File: src/rtl/rspd_pkg.sv
package rspd_pkg;

	localparam int PREVIOUS_WINDOW = 30;
	localparam int NEXT_WINDOW = 10;
	localparam int COUNT_WIDTH = 16;

	localparam int IN_COUNT_WIDTH = 16;
	localparam int THR_WIDTH = 10;
	localparam int HOLD_WIDTH = 16;
	localparam int NSUM_WIDTH = 20;
	localparam int PSUM_WIDTH = 21;
	localparam int TICKS_WIDTH = 17;
	localparam int INDEX_WIDTH = 32;
	localparam int CFG_INDEX_WIDTH = 8;
	localparam int CFG_DATA_WIDTH = 16;

	localparam logic [NSUM_WIDTH-1:0] NSUM_MAX = '1;
	localparam logic [PSUM_WIDTH-1:0] PSUM_MAX = '1;
	localparam logic [TICKS_WIDTH-1:0] TICKS_MAX = '1;
	localparam logic [INDEX_WIDTH-1:0] EARLY_LIMIT = 32'd10;

	localparam logic [THR_WIDTH-1:0] THR_RESET = 10'd10;
	localparam logic [HOLD_WIDTH-1:0] HOLD_RESET = 16'd1000;

	localparam logic [CFG_INDEX_WIDTH-1:0] REG_RISE_THRESHOLD = 8'd0;
	localparam logic [CFG_INDEX_WIDTH-1:0] REG_HOLDOFF_BINS = 8'd1;

	// one bin slot leaving the delay line toward the test logic
	typedef struct packed {
		logic v;        // a bin was pushed
		logic test;     // the bin at the window boundary is due for a test
		logic grp_end;  // last slot that feeds the current result
		logic eos;      // final slot of the stream flush
	} slot_t;

endpackage

File: src/rtl/rspd_line.sv
module rspd_line #(
	parameter int PREVIOUS_WINDOW = rspd_pkg::PREVIOUS_WINDOW,
	parameter int NEXT_WINDOW = rspd_pkg::NEXT_WINDOW,
	parameter int COUNT_WIDTH = rspd_pkg::COUNT_WIDTH,
	parameter int NSW = $clog2(NEXT_WINDOW) + COUNT_WIDTH,
	parameter int PSW = $clog2(PREVIOUS_WINDOW) + COUNT_WIDTH
) (
	input  logic                   clk,
	input  logic                   arst_n,
	input  logic                   en,
	input  logic                   push_v,
	input  logic [COUNT_WIDTH-1:0] push_val,
	input  logic                   push_grp_end,
	input  logic                   push_eos,
	output rspd_pkg::slot_t        slot_s1,
	output logic [NSW-1:0]         nsum_s1,
	output logic [PSW-1:0]         psum_s1
);

	localparam int LD = PREVIOUS_WINDOW + NEXT_WINDOW;
	localparam int FLW = (NEXT_WINDOW > 1) ? $clog2(NEXT_WINDOW) : 1;
	localparam logic [FLW-1:0] FILL_FULL = FLW'(NEXT_WINDOW - 1);

	logic [COUNT_WIDTH-1:0] line_s1 [LD];
	logic [FLW-1:0]         fill_q;
	logic                   due;
	logic                   clear;
	logic [COUNT_WIDTH-1:0] cross_val;
	logic [COUNT_WIDTH-1:0] old_val;

	assign due = (fill_q == FILL_FULL);
	assign clear = slot_s1.v && slot_s1.eos;
	assign cross_val = line_s1[NEXT_WINDOW-1];
	assign old_val = line_s1[LD-1];

	always_ff @(posedge clk or negedge arst_n) begin
		if (!arst_n) begin
			for (int k = 0; k < LD; k++) begin
				line_s1[k] <= '0;
			end
			nsum_s1 <= '0;
			psum_s1 <= '0;
			fill_q <= '0;
			slot_s1 <= '0;
		end else if (en) begin
			if (clear) begin
				// stream closed: back to an empty line
				for (int k = 0; k < LD; k++) begin
					line_s1[k] <= '0;
				end
				nsum_s1 <= '0;
				psum_s1 <= '0;
				fill_q <= '0;
				slot_s1 <= '0;
			end else if (push_v) begin
				for (int k = LD - 1; k > 0; k--) begin
					line_s1[k] <= line_s1[k-1];
				end
				line_s1[0] <= push_val;
				nsum_s1 <= nsum_s1 + NSW'(push_val) - NSW'(cross_val);
				psum_s1 <= psum_s1 + PSW'(cross_val) - PSW'(old_val);
				if (!due) begin
					fill_q <= fill_q + 1'b1;
				end
				slot_s1.v <= 1'b1;
				slot_s1.test <= due;
				slot_s1.grp_end <= push_grp_end;
				slot_s1.eos <= push_eos;
			end else begin
				slot_s1 <= '0;
			end
		end
	end

endmodule

File: src/rtl/rspd_test.sv
module rspd_test #(
	parameter int PREVIOUS_WINDOW = rspd_pkg::PREVIOUS_WINDOW,
	parameter int NEXT_WINDOW = rspd_pkg::NEXT_WINDOW,
	parameter int NSW = $clog2(NEXT_WINDOW) + rspd_pkg::COUNT_WIDTH,
	parameter int PSW = $clog2(PREVIOUS_WINDOW) + rspd_pkg::COUNT_WIDTH
) (
	input  logic                                clk,
	input  logic                                arst_n,
	input  logic                                en,
	input  rspd_pkg::slot_t                     slot_s1,
	input  logic [NSW-1:0]                      nsum_s1,
	input  logic [PSW-1:0]                      psum_s1,
	input  logic [rspd_pkg::THR_WIDTH-1:0]      thr,
	input  logic [rspd_pkg::HOLD_WIDTH-1:0]     holdoff,
	input  logic                                m_tready,
	output logic                                emit,
	output logic                                m_tvalid,
	output logic [rspd_pkg::INDEX_WIDTH-1:0]    m_tdata,
	output logic                                m_tuser,
	output logic                                m_tlast
);

	localparam int NCW = (NSW > rspd_pkg::NSUM_WIDTH) ? NSW : rspd_pkg::NSUM_WIDTH;
	localparam int PCW = (PSW > rspd_pkg::PSUM_WIDTH) ? PSW : rspd_pkg::PSUM_WIDTH;
	localparam int CMPW = 22 + $clog2(NEXT_WINDOW) + $clog2(PREVIOUS_WINDOW);
	localparam int TW = rspd_pkg::TICKS_WIDTH;
	localparam int IW = rspd_pkg::INDEX_WIDTH;

	logic [IW-1:0] idx_q;
	logic [TW-1:0] ticks_q;
	logic          recent_q;
	logic          grp_found_q;
	logic [IW-1:0] grp_where_q;

	logic [NCW-1:0] n_ext;
	logic [PCW-1:0] p_ext;
	logic [rspd_pkg::NSUM_WIDTH-1:0] nsat;
	logic [rspd_pkg::PSUM_WIDTH-1:0] psat;
	logic [CMPW-1:0] lhs;
	logic [CMPW-1:0] rhs;
	logic [TW-1:0]   ticks_inc;
	logic            recent_inc;
	logic            skip;
	logic            do_test;
	logic            hit;
	logic            found_any;
	logic [IW-1:0]   where_sel;

	assign n_ext = NCW'(nsum_s1);
	assign p_ext = PCW'(psum_s1);
	assign nsat = (n_ext > NCW'(rspd_pkg::NSUM_MAX)) ? rspd_pkg::NSUM_MAX
		: n_ext[rspd_pkg::NSUM_WIDTH-1:0];
	assign psat = (p_ext > PCW'(rspd_pkg::PSUM_MAX)) ? rspd_pkg::PSUM_MAX
		: p_ext[rspd_pkg::PSUM_WIDTH-1:0];

	// next mean above previous mean plus margin, cross-multiplied
	assign lhs = CMPW'(nsat) * CMPW'(PREVIOUS_WINDOW);
	assign rhs = CMPW'(psat) * CMPW'(NEXT_WINDOW)
		+ CMPW'(thr) * CMPW'(NEXT_WINDOW * PREVIOUS_WINDOW);

	assign ticks_inc = (ticks_q < rspd_pkg::TICKS_MAX) ? ticks_q + 1'b1 : ticks_q;
	assign recent_inc = (ticks_inc > TW'(holdoff)) ? 1'b0 : recent_q;
	assign skip = recent_inc || (ticks_inc < TW'(holdoff));
	assign do_test = slot_s1.v && slot_s1.test;
	assign hit = do_test && !skip && (idx_q > rspd_pkg::EARLY_LIMIT) && (lhs > rhs);

	// keep the earliest onset of the group
	assign found_any = grp_found_q || hit;
	assign where_sel = grp_found_q ? grp_where_q : idx_q;
	assign emit = slot_s1.v && slot_s1.grp_end && (found_any || slot_s1.eos);

	always_ff @(posedge clk or negedge arst_n) begin
		if (!arst_n) begin
			idx_q <= '0;
			ticks_q <= '0;
			recent_q <= 1'b0;
			grp_found_q <= 1'b0;
			m_tvalid <= 1'b0;
		end else begin
			if (en && slot_s1.v) begin
				if (slot_s1.eos) begin
					idx_q <= '0;
					ticks_q <= '0;
					recent_q <= 1'b0;
				end else if (do_test) begin
					idx_q <= idx_q + 1'b1;
					ticks_q <= hit ? '0 : ticks_inc;
					recent_q <= hit || recent_inc;
				end
				if (slot_s1.grp_end) begin
					grp_found_q <= 1'b0;
				end else if (hit) begin
					grp_found_q <= 1'b1;
				end
			end
			if (en && emit) begin
				m_tvalid <= 1'b1;
			end else if (m_tready) begin
				m_tvalid <= 1'b0;
			end
		end
	end

	always_ff @(posedge clk) begin
		if (en && slot_s1.v && !slot_s1.grp_end && hit && !grp_found_q) begin
			grp_where_q <= idx_q;
		end
		if (en && emit) begin
			m_tdata <= found_any ? where_sel : '0;
			m_tuser <= found_any;
			m_tlast <= slot_s1.eos;
		end
	end

endmodule

File: src/rtl/rate_step_pulse_detector.sv
// Output: a bin's result passes from the line's slot register (slot_s1) into the output register;
// for a bin with tlast the result is loaded from the final slot of the flush that follows it.
// Throughput: one bin per cycle while not stalled; a bin with tlast is followed by its flush of
// NEXT_WINDOW-1 zero pushes and a step that tests the final slot and clears the line.
// Outside the flush, input stalls only when a new result meets a full output register not taken.
// Reset (arst_n low, asynchronous): stream state cleared, rise_threshold 10, holdoff_bins 1000.
module rate_step_pulse_detector #(
	parameter int PREVIOUS_WINDOW = rspd_pkg::PREVIOUS_WINDOW,
	parameter int NEXT_WINDOW = rspd_pkg::NEXT_WINDOW,
	parameter int COUNT_WIDTH = rspd_pkg::COUNT_WIDTH
) (
	input  logic                                   clk,
	input  logic                                   arst_n,
	input  logic                                   s_tvalid,
	output logic                                   s_tready,
	input  logic [rspd_pkg::IN_COUNT_WIDTH-1:0]    s_tdata,   // [15:0] bin_count
	input  logic                                   s_tlast,   // last_bin
	output logic                                   m_tvalid,
	input  logic                                   m_tready,
	output logic [rspd_pkg::INDEX_WIDTH-1:0]       m_tdata,   // [31:0] pulse_bin
	output logic                                   m_tuser,   // [0] pulse_valid
	output logic                                   m_tlast,   // end_of_stream
	input  logic                                   cfg_valid,
	output logic                                   cfg_ready,
	input  logic [rspd_pkg::CFG_INDEX_WIDTH-1:0]   cfg_index,
	input  logic [rspd_pkg::CFG_DATA_WIDTH-1:0]    cfg_data
);

	localparam int NSW = $clog2(NEXT_WINDOW) + COUNT_WIDTH;
	localparam int PSW = $clog2(PREVIOUS_WINDOW) + COUNT_WIDTH;
	localparam int FLW = (NEXT_WINDOW > 1) ? $clog2(NEXT_WINDOW) : 1;
	localparam logic [FLW-1:0] FLUSH_LEN = FLW'(NEXT_WINDOW - 1);
	localparam logic [FLW-1:0] FLUSH_ONE = FLW'(1);
	localparam logic SINGLE = (NEXT_WINDOW == 1);

	logic [rspd_pkg::THR_WIDTH-1:0]  thr_q;
	logic [rspd_pkg::HOLD_WIDTH-1:0] hold_q;
	logic [FLW-1:0]                  flush_left_q;

	rspd_pkg::slot_t        slot_s1;
	logic [NSW-1:0]         nsum_s1;
	logic [PSW-1:0]         psum_s1;
	logic                   emit;
	logic                   en;
	logic                   busy;
	logic                   flushing;
	logic                   acc;
	logic                   zero_push;
	logic                   push_v;
	logic [COUNT_WIDTH-1:0] push_val;
	logic                   push_grp_end;
	logic                   push_eos;

	// hold the stream path (config writes still go through) only when a new result would overwrite one not yet taken
	assign en = !(emit && m_tvalid && !m_tready);
	assign flushing = (flush_left_q != '0);
	assign busy = flushing || (slot_s1.v && slot_s1.eos);
	assign s_tready = en && !busy;
	assign acc = s_tvalid && s_tready;
	assign zero_push = en && flushing;
	assign push_v = acc || zero_push;
	assign push_val = acc ? COUNT_WIDTH'(s_tdata) : '0;
	assign push_grp_end = acc ? (!s_tlast || SINGLE) : (flush_left_q == FLUSH_ONE);
	assign push_eos = acc ? (s_tlast && SINGLE) : (flush_left_q == FLUSH_ONE);
	assign cfg_ready = 1'b1;

	always_ff @(posedge clk or negedge arst_n) begin
		if (!arst_n) begin
			flush_left_q <= '0;
			thr_q <= rspd_pkg::THR_RESET;
			hold_q <= rspd_pkg::HOLD_RESET;
		end else begin
			if (acc && s_tlast) begin
				flush_left_q <= FLUSH_LEN;
			end else if (zero_push) begin
				flush_left_q <= flush_left_q - 1'b1;
			end
			if (cfg_valid && cfg_ready) begin
				case (cfg_index)
					rspd_pkg::REG_RISE_THRESHOLD: thr_q <= cfg_data[rspd_pkg::THR_WIDTH-1:0];
					rspd_pkg::REG_HOLDOFF_BINS:   hold_q <= cfg_data;
					default: ;
				endcase
			end
		end
	end

	rspd_line #(
		.PREVIOUS_WINDOW(PREVIOUS_WINDOW),
		.NEXT_WINDOW(NEXT_WINDOW),
		.COUNT_WIDTH(COUNT_WIDTH),
		.NSW(NSW),
		.PSW(PSW)
	) u_line (
		.clk(clk),
		.arst_n(arst_n),
		.en(en),
		.push_v(push_v),
		.push_val(push_val),
		.push_grp_end(push_grp_end),
		.push_eos(push_eos),
		.slot_s1(slot_s1),
		.nsum_s1(nsum_s1),
		.psum_s1(psum_s1)
	);

	rspd_test #(
		.PREVIOUS_WINDOW(PREVIOUS_WINDOW),
		.NEXT_WINDOW(NEXT_WINDOW),
		.NSW(NSW),
		.PSW(PSW)
	) u_test (
		.clk(clk),
		.arst_n(arst_n),
		.en(en),
		.slot_s1(slot_s1),
		.nsum_s1(nsum_s1),
		.psum_s1(psum_s1),
		.thr(thr_q),
		.holdoff(hold_q),
		.m_tready(m_tready),
		.emit(emit),
		.m_tvalid(m_tvalid),
		.m_tdata(m_tdata),
		.m_tuser(m_tuser),
		.m_tlast(m_tlast)
	);

endmodule
File: config.mk
export PLATFORM = sky130hd
export DESIGN_NAME = rate_step_pulse_detector
export DESIGN_NICKNAME = d
export VERILOG_FILES = /design/src/rtl/rspd_pkg.sv /design/src/rtl/rspd_line.sv /design/src/rtl/rspd_test.sv /design/src/rtl/rate_step_pulse_detector.sv
export SDC_FILE = /design/constraint.sdc
export NUM_CORES = 1
export LEC_CHECK = 0
export BUFFER_PORTS_ARGS = -buffer_cell sky130_fd_sc_hd__buf_4
export CORE_ASPECT_RATIO = 0.75
export CORE_MARGIN = 4
export CORE_UTILIZATION = 35
export CTS_CLUSTER_DIAMETER = 40
export DETAILED_ROUTE_END_ITERATION = 7
export GPL_TIMING_DRIVEN = 0
export PLACE_DENSITY_LB_ADDON = 0.3
export SYNTH_ARGS = -nofsm -noshare
export SYNTH_HDL_FRONTEND = slang
export SYNTH_SLANG_ARGS = --single-unit
File: constraint.sdc
create_clock -name clk -period 20.4 [get_ports clk]
set_clock_uncertainty 0.1 [all_clocks]
set_input_delay 2.04 -clock clk [delete_from_list [all_inputs] [get_ports clk]]
set_output_delay 2.04 -clock clk [all_outputs]
set_load 0.01 [all_outputs]
==> impl_metrics.xml, run 1 <==
<?xml version="1.0" encoding="UTF-8"?>
<metrics>
  <group name="yosys">
    <metric name="synth.most_common_cell" unit="">dfrtp_1</metric>
    <metric name="ys_types" unit="">71</metric>
    <metric name="synth.cell_area" unit="um2">39700</metric>
    <metric name="yosysWarnings" unit="">0</metric>
    <metric name="synthTopCellsByArea" unit="">dfrtp_1, a22o_1, ha_1</metric>
    <metric name="synth-seq-area-share" unit="">0.536</metric>
    <metric name="synth.net_count" unit="">3687</metric>
    <metric name="ys_seq_elements" unit="">837</metric>
    <metric name="synth-async-reset-ratio" unit="">0.921</metric>
    <metric name="post-synth-top-area-fraction" unit="">0.481</metric>
    <metric name="post-synth-top-area-cell" unit="">dfrtp_1</metric>
    <metric name="synth_commonest_cells" unit="">dfrtp_1, a22o_1, ha_1, inv_1, nand2_1</metric>
    <metric name="syn-instance-count" unit="">3340</metric>
    <metric name="synth_flop_cell" unit="">dfrtp_1</metric>
    <metric name="synth_area_per_cell" unit="um2">11.9</metric>
    <metric name="edff_count_synth" unit="">66</metric>
  </group>
  <group name="sta">
    <metric name="timing_worst_slew_pin_value" unit="ps">1130</metric>
    <metric name="timing.final.setup_violations" unit="">0</metric>
    <metric name="tns" unit="ps">0</metric>
    <metric name="final_hold_viol_count" unit="">0</metric>
    <metric name="clock.fmax" unit="MHz">78.2</metric>
    <metric name="layout_worst_path_cycle_share" unit="">0.627</metric>
    <metric name="slew-limit-headroom" unit="">0.244</metric>
    <metric name="timing.final.ws_setup" unit="ps">7600</metric>
    <metric name="grt_setup_unrepaired" unit="">false</metric>
    <metric name="finalMaxSlewViolations" unit="">0</metric>
    <metric name="layout_min_cycle_time" unit="ps">12800</metric>
  </group>
  <group name="critical_path">
    <metric name="worst-r2r-cell-count" unit="">42</metric>
    <metric name="regToRegEndpoint" unit="">u_line.nsum_s1[18]$_DFFE_PN0P_</metric>
    <metric name="max_stage_delay" unit="ps">890</metric>
    <metric name="worst_ep_required_time" unit="ps">20830</metric>
    <metric name="critPathMostFrequentCell" unit="">ha_1</metric>
    <metric name="cp-end-kind" unit="">register</metric>
    <metric name="critical_path.max_fanout" unit="">10</metric>
    <metric name="r2r-start" unit="">thr_q[4]$_DFFE_PN0P_</metric>
    <metric name="crit_path_top_delay_cell" unit="">nor3_2</metric>
    <metric name="timing.setup.critical_path_class" unit="">register to register</metric>
    <metric name="critPathLaunchType" unit="">register</metric>
    <metric name="ff2ff_setup_slack" unit="ps">7600</metric>
    <metric name="cp.arrival" unit="ps">13220</metric>
  </group>
  <group name="power">
    <metric name="pwr_density_cell" unit="nW/um2">191</metric>
    <metric name="power.ir.vdd_worst" unit="V">0.000224</metric>
    <metric name="power.static_leakage" unit="uW">0.0214</metric>
  </group>
  <group name="clock_tree">
    <metric name="post_cts.repair.setup_buffers" unit="">0</metric>
    <metric name="ctsHtreeMaxLevel" unit="">3</metric>
    <metric name="cts.clk_slew.worst_paths" unit="ps">60</metric>
    <metric name="tritoncts" unit="">built</metric>
    <metric name="insertion_delay" unit="ps">690</metric>
    <metric name="clk_root_buffer_cell" unit="">clkbuf_16</metric>
    <metric name="tritoncts_num_sinks" unit="">837</metric>
    <metric name="cts_inserted_buffers" unit="">95</metric>
    <metric name="max-clock-path-buffers" unit="">3</metric>
    <metric name="post_cts_resize_count" unit="">0</metric>
    <metric name="hold_buffers" unit="">0</metric>
  </group>
  <group name="layout">
    <metric name="number_of_inserted_filler_cells_in_the_final_layout" unit="">10667</metric>
    <metric name="drive_above_1_share" unit="">0.114</metric>
    <metric name="nNetsFinal" unit="">3878</metric>
    <metric name="area_taken_by_multi_input_logic_gates" unit="um2">16700</metric>
    <metric name="flow.area_growth_from_synthesis" unit="%">15.7</metric>
    <metric name="finalInstanceArea" unit="um2">46000</metric>
    <metric name="area.sequential" unit="um2">21300</metric>
  </group>
  <group name="routing">
    <metric name="first_pass_iters" unit="">6</metric>
    <metric name="remaining_number_of_nets_flagged_by_the_antenna_check_after_routing" unit="">0</metric>
    <metric name="finalWirelength" unit="um">94300</metric>
    <metric name="routed-via-count" unit="">26826</metric>
    <metric name="routed_wire_length_per_instance" unit="um">18.4</metric>
    <metric name="dr.first_iter.drc_count" unit="">1959</metric>
    <metric name="via_to_cell_ratio" unit="">5.23</metric>
    <metric name="drc" unit="">0</metric>
  </group>
  <group name="place">
    <metric name="place.gp.congestion" unit="">0.836</metric>
    <metric name="io_buffers" unit="">81</metric>
    <metric name="detailed_place_hpwl" unit="um">68900</metric>
    <metric name="dpl-instance-area" unit="um2">42500</metric>
    <metric name="pre_cts_slack" unit="ps">7800</metric>
  </group>
  <group name="flow_run">
    <metric name="max_cap_viol_count" unit="">0</metric>
  </group>
  <group name="grt">
    <metric name="track_usage" unit="">0.159</metric>
    <metric name="grt_pass1_vias" unit="">26537</metric>
    <metric name="antenna_found_initial" unit="">4</metric>
    <metric name="grt_max_degree" unit="">122</metric>
    <metric name="first_pass_grt_wire_length" unit="um">153000</metric>
    <metric name="globalRoute.totalOverflow" unit="">0</metric>
  </group>
  <group name="outcome">
    <metric name="result_of_the_run" unit="">complete, no violations</metric>
  </group>
  <group name="worst_hold_path">
    <metric name="min-delay-start" unit="">u_line.slot_s1[0]$_DFFE_PN0N_</metric>
    <metric name="hold_path_end" unit="">u_test.m_tlast$_DFFE_PP_</metric>
    <metric name="hp-class" unit="">register to register</metric>
    <metric name="min_delay_path_depth" unit="">0</metric>
  </group>
  <group name="floorplanning">
    <metric name="initial_core_util" unit="">0.355</metric>
    <metric name="die-width" unit="um">397</metric>
    <metric name="die_ar" unit="um2">119000</metric>
    <metric name="design.core.area" unit="um2">112000</metric>
    <metric name="number_of_top_level_design_ports" unit="">83</metric>
    <metric name="number_of_rows_in_the_core_area" unit="">106</metric>
    <metric name="die_y" unit="um">300</metric>
  </group>
</metrics>
-- power breakdown --
| part | total, uW | internal, uW | switching [uW] | leakage (uW) |
|---|---|---|---|---|
| Combinational | 4980 | 2080 | 2900 | 0.00857 |
| Clock | 1840 | 1100 | 738 | 0.00166 |
| Sequential | 1950 | 1820 | 128 | 0.0112 |
| Total | 8760 | 5000 | 3770 | 0.0214 |
-- cells by family after synthesis --
family,Yosys count,synth area share
AO/OA/AOI/OAI,1076,0.209
flip-flops,837,0.536
buffers and inverters,430,0.0450
other,1,0.0000944
AND/OR/NAND/NOR,556,0.0682
adder cells (fa/ha/maj),301,0.110
XOR/XNOR,116,0.0256
multiplexers,23,0.00646
-- sequential cells by signal (all words and copies together), names as in the netlist, 4 cells and up --
name and cells:
u_line.line_s1 608, u_test.grp_where_q 32, u_test.idx_q 32, u_test.m_tdata 32, u_line.psum_s1 21, u_line.nsum_s1 20
u_test.ticks_q 17, hold_q 16, u_line.cross_val 16, u_line.old_val 16, thr_q 10, flush_left_q 4
u_line.fill_q 4, u_line.slot_s1 4
-- cell type report --
class,count,area share
Tap cell,1512,0.0412
Clock inverter,64,0.0194
Timing Repair Buffer,94,0.0191
Buffer,218,0.0216
Multi-Input combinational cell,2073,0.363
Clock buffer,114,0.0555
Inverter,212,0.0173
Sequential cell,837,0.463
Antenna cell,1,0.0000545
-- worst max-delay path: cells and delay by family (launching register included) --
| kind | cells | cell delay, ps |
|---|---|---|
| fa+ha+maj | 9 | 3290 |
| simple gates | 6 | 1800 |
| buf+inv | 4 | 630 |
| flops | 1 | 490 |
| compound gates | 20 | 5770 |
| xor+xnor | 3 | 490 |
-- worst max path at each step --
stage                               from                        endpoint  depth (start not counted)
global placement    thr_q[3]$_DFFE_PN1P_  u_line.nsum_s1[18]$_DFFE_PN0P_                         43
detailed placement  thr_q[3]$_DFFE_PN1P_  u_line.nsum_s1[18]$_DFFE_PN0P_                         43
floorplan           thr_q[3]$_DFFE_PN1P_  u_line.nsum_s1[18]$_DFFE_PN0P_                         44
finish              thr_q[4]$_DFFE_PN0P_  u_line.nsum_s1[18]$_DFFE_PN0P_                         42
CTS                 thr_q[4]$_DFFE_PN0P_  u_line.nsum_s1[18]$_DFFE_PN0P_                         42
global route        thr_q[3]$_DFFE_PN1P_  u_line.nsum_s1[18]$_DFFE_PN0P_                         43
-- placed cells by master, fill, tap and decap left out, drive strengths merged, types with 20 or more instances in the layout --
cell type	count
dfrtp	763
a22o	638
clkbuf	227
inv	226
ha	219
buf	199
nand2	196
o21ai	161
a21oi	97
nor2	89
fa	82
xnor2	67
edfxtp	66
nor3	51
xor2	49
nand3	43
or3	39
a21o	30
o21a	28
and2	28
clkinv	26
nand4	21
mux2	21
o31ai	20
-- metrics by stage --
stage                     hold slack (ps)   util  total power [uW]  cells
after floorplan                       323      -              5670   3340
after global placement                356  0.377              6800   4933
after detailed placement              366  0.379              6870   4946
after CTS                             375  0.410              8780   5124
after global routing                  388  0.410              9550   5124
final                                 372  0.410              8760   5125
-- routing by layer --
layer  part of all wire  vias up  GRT usage  wire, um
met5                  0        -          0         0
met4              0.015        0     0.0310      1380
met3              0.054      100     0.0302      5050
met2               0.38      542      0.204     36200
met1               0.55    13513      0.270     51700
li1                   -    12671          -         -
No activity file was read; power rests on OpenSTA's default activity.
==> run 2: changes to the inputs <==
Clock period 20.4 ns to 10.6 ns, I/O delays scaled along.
==> run 2 against run 1 <==
  * Via count is 0.48% higher
  * Register-to-register slack worse by 7200 ps
  * Wire length is 0.94% higher
  * Critical path depth is 4 higher
  * Critical path type unchanged
  * Clock-buffer cell count stayed put
  * Setup slack worse by 7200 ps
  * Largest cell class unchanged
  * First-iteration DRC count is 0.36% higher
  * Non-clock buffer count is 18 higher
==> impl_metrics.xml, run 2 (synthesis gave the netlist of run 1 again) <==
<?xml version="1.0" encoding="UTF-8"?>
<metrics>
  <group name="floorplanning">
    <metric name="design.core.area" unit="um2">112000</metric>
    <metric name="die_y" unit="um">300</metric>
    <metric name="number_of_top_level_design_ports" unit="">83</metric>
    <metric name="initial_core_util" unit="">0.355</metric>
    <metric name="die_ar" unit="um2">119000</metric>
    <metric name="die-width" unit="um">397</metric>
    <metric name="number_of_rows_in_the_core_area" unit="">106</metric>
  </group>
  <group name="clock_tree">
    <metric name="insertion_delay" unit="ps">690</metric>
    <metric name="hold_buffers" unit="">0</metric>
    <metric name="tritoncts_num_sinks" unit="">837</metric>
    <metric name="cts.clk_slew.worst_paths" unit="ps">60</metric>
    <metric name="cts_inserted_buffers" unit="">95</metric>
    <metric name="tritoncts" unit="">built</metric>
    <metric name="clk_root_buffer_cell" unit="">clkbuf_16</metric>
    <metric name="max-clock-path-buffers" unit="">3</metric>
    <metric name="ctsHtreeMaxLevel" unit="">3</metric>
  </group>
  <group name="critical_path">
    <metric name="worst_ep_required_time" unit="ps">11020</metric>
    <metric name="max_stage_delay" unit="ps">580</metric>
    <metric name="timing.setup.critical_path_class" unit="">register to register</metric>
    <metric name="critPathMostFrequentCell" unit="">ha_1</metric>
    <metric name="critical_path.max_fanout" unit="">10</metric>
    <metric name="critPathLaunchType" unit="">register</metric>
    <metric name="crit_path_top_delay_cell" unit="">fa_1</metric>
    <metric name="cp.arrival" unit="ps">10620</metric>
    <metric name="cp-end-kind" unit="">register</metric>
  </group>
  <group name="routing">
    <metric name="via_to_cell_ratio" unit="">5.24</metric>
    <metric name="finalWirelength" unit="um">95200</metric>
    <metric name="first_pass_iters" unit="">6</metric>
    <metric name="routed-via-count" unit="">26955</metric>
    <metric name="drc" unit="">0</metric>
    <metric name="routed_wire_length_per_instance" unit="um">18.5</metric>
    <metric name="dr.first_iter.drc_count" unit="">1966</metric>
    <metric name="remaining_number_of_nets_flagged_by_the_antenna_check_after_routing" unit="">0</metric>
  </group>
  <group name="sta">
    <metric name="clock.fmax" unit="MHz">98.0</metric>
    <metric name="finalMaxSlewViolations" unit="">0</metric>
    <metric name="layout_worst_path_cycle_share" unit="">0.962</metric>
    <metric name="worst_hold_slack" unit="ps">236</metric>
    <metric name="timing.final.setup_violations" unit="">0</metric>
    <metric name="timing_worst_slew_pin_value" unit="ps">1110</metric>
    <metric name="layout_min_cycle_time" unit="ps">10200</metric>
    <metric name="slew-limit-headroom" unit="">0.259</metric>
    <metric name="final_hold_viol_count" unit="">0</metric>
  </group>
  <group name="worst_hold_path">
    <metric name="hp-class" unit="">input port to async pin</metric>
  </group>
  <group name="grt">
    <metric name="antenna_found_initial" unit="">3</metric>
    <metric name="grt_pass1_vias" unit="">26617</metric>
    <metric name="track_usage" unit="">0.160</metric>
    <metric name="grt_max_degree" unit="">122</metric>
    <metric name="globalRoute.totalOverflow" unit="">0</metric>
    <metric name="first_pass_grt_wire_length" unit="um">154000</metric>
  </group>
  <group name="place">
    <metric name="io_buffers" unit="">81</metric>
    <metric name="detailed_place_hpwl" unit="um">68900</metric>
    <metric name="place.gp.congestion" unit="">0.836</metric>
    <metric name="dp_cells" unit="">4946</metric>
  </group>
  <group name="layout">
    <metric name="final_common_cell" unit="">dfrtp_1</metric>
    <metric name="finish.cell_count_without_fillers" unit="">5143</metric>
    <metric name="nNetsFinal" unit="">3896</metric>
    <metric name="drive_above_1_share" unit="">0.132</metric>
    <metric name="largest_register_ff_count" unit="">608</metric>
    <metric name="layout_common_cells" unit="">dfrtp_1, a22o_1, inv_1, ha_1, nand2_1</metric>
    <metric name="largest-register" unit="">u_line.line_s1</metric>
    <metric name="flow.area_growth_from_synthesis" unit="%">16.9</metric>
  </group>
  <group name="outcome">
    <metric name="result_of_the_run" unit="">complete, no violations</metric>
  </group>
  <group name="flow_run">
    <metric name="max_cap_viol_count" unit="">0</metric>
  </group>
</metrics>
## run 2: critical path: cells and delay by family, from the launching register on
| kind | cells | cell delay, ps |
|---|---|---|
| AND/OR/NAND/NOR | 8 | 1150 |
| flip-flops | 1 | 570 |
| AO/OA/AOI/OAI | 19 | 3870 |
| adder cells (fa/ha/maj) | 9 | 3040 |
| XOR/XNOR | 3 | 410 |
| buffers and inverters | 7 | 920 |
## run 2: area by class of cell
cell class | instances | area (um2)
Clock buffer | 114 | 2550
Antenna cell | 1 | 2.50
Inverter | 212 | 796
Multi-Input combinational cell | 2073 | 17000
Timing Repair Buffer | 113 | 1030
Buffer | 217 | 996
Tap cell | 1512 | 1890
Fill cell | 10634 | 65600
Clock inverter | 64 | 890
Sequential cell | 837 | 21300
## run 2: per-stage QoR
stage                     utilization  TNS, ps  setup WS [ps]  area (um2)
after floorplan                     -        0            952       39700
after CTS                       0.411        0           2.61       46100
after global routing            0.415     -263           -100       46500
after global placement          0.377  -585540          -2040       42200
after detailed placement        0.379   -21380          -2000       42500
final                           0.415        0            399       46500
## run 2: final timing paths
check	from	to	slack [ps]	depth (start not counted)
max	thr_q[3]$_DFFE_PN1P_	u_line.nsum_s1[16]$_DFFE_PN0P_	400	46
min	arst_n	u_line.line_s1[600]$_DFFE_PN0P_	240	1
max reg2reg	thr_q[3]$_DFFE_PN1P_	u_line.nsum_s1[16]$_DFFE_PN0P_	400	46
min reg2reg	u_line.slot_s1[0]$_DFFE_PN0N_	u_test.m_tlast$_DFFE_PP_	370	0
max in group asynchronous	arst_n	u_line.line_s1[349]$_DFFE_PN0P_	7820	5
min in group clk	u_line.slot_s1[0]$_DFFE_PN0N_	u_test.m_tlast$_DFFE_PP_	370	0
## run 2: layer usage
| metal | global-route usage | vias up | wire length (um) |
|---|---|---|---|
| met5 | 0 | - | 0 |
| met4 | 0.0310 | 0 | 1370 |
| met3 | 0.0317 | 95 | 5180 |
| met2 | 0.205 | 528 | 36700 |
| met1 | 0.270 | 13623 | 52000 |
| li1 | - | 12709 | - |
## run 2: repair_timing
item / 4_1_cts / 5_1_grt
pin swaps: 6 / 29
resized for setup: 27 / 49
setup endpoints to repair: 19 / 13
buffers inserted: 6 / 13
Power of run 2 is not shown: default switching activity piles up to over one toggle a cycle in this logic, so the estimate is an artifact.
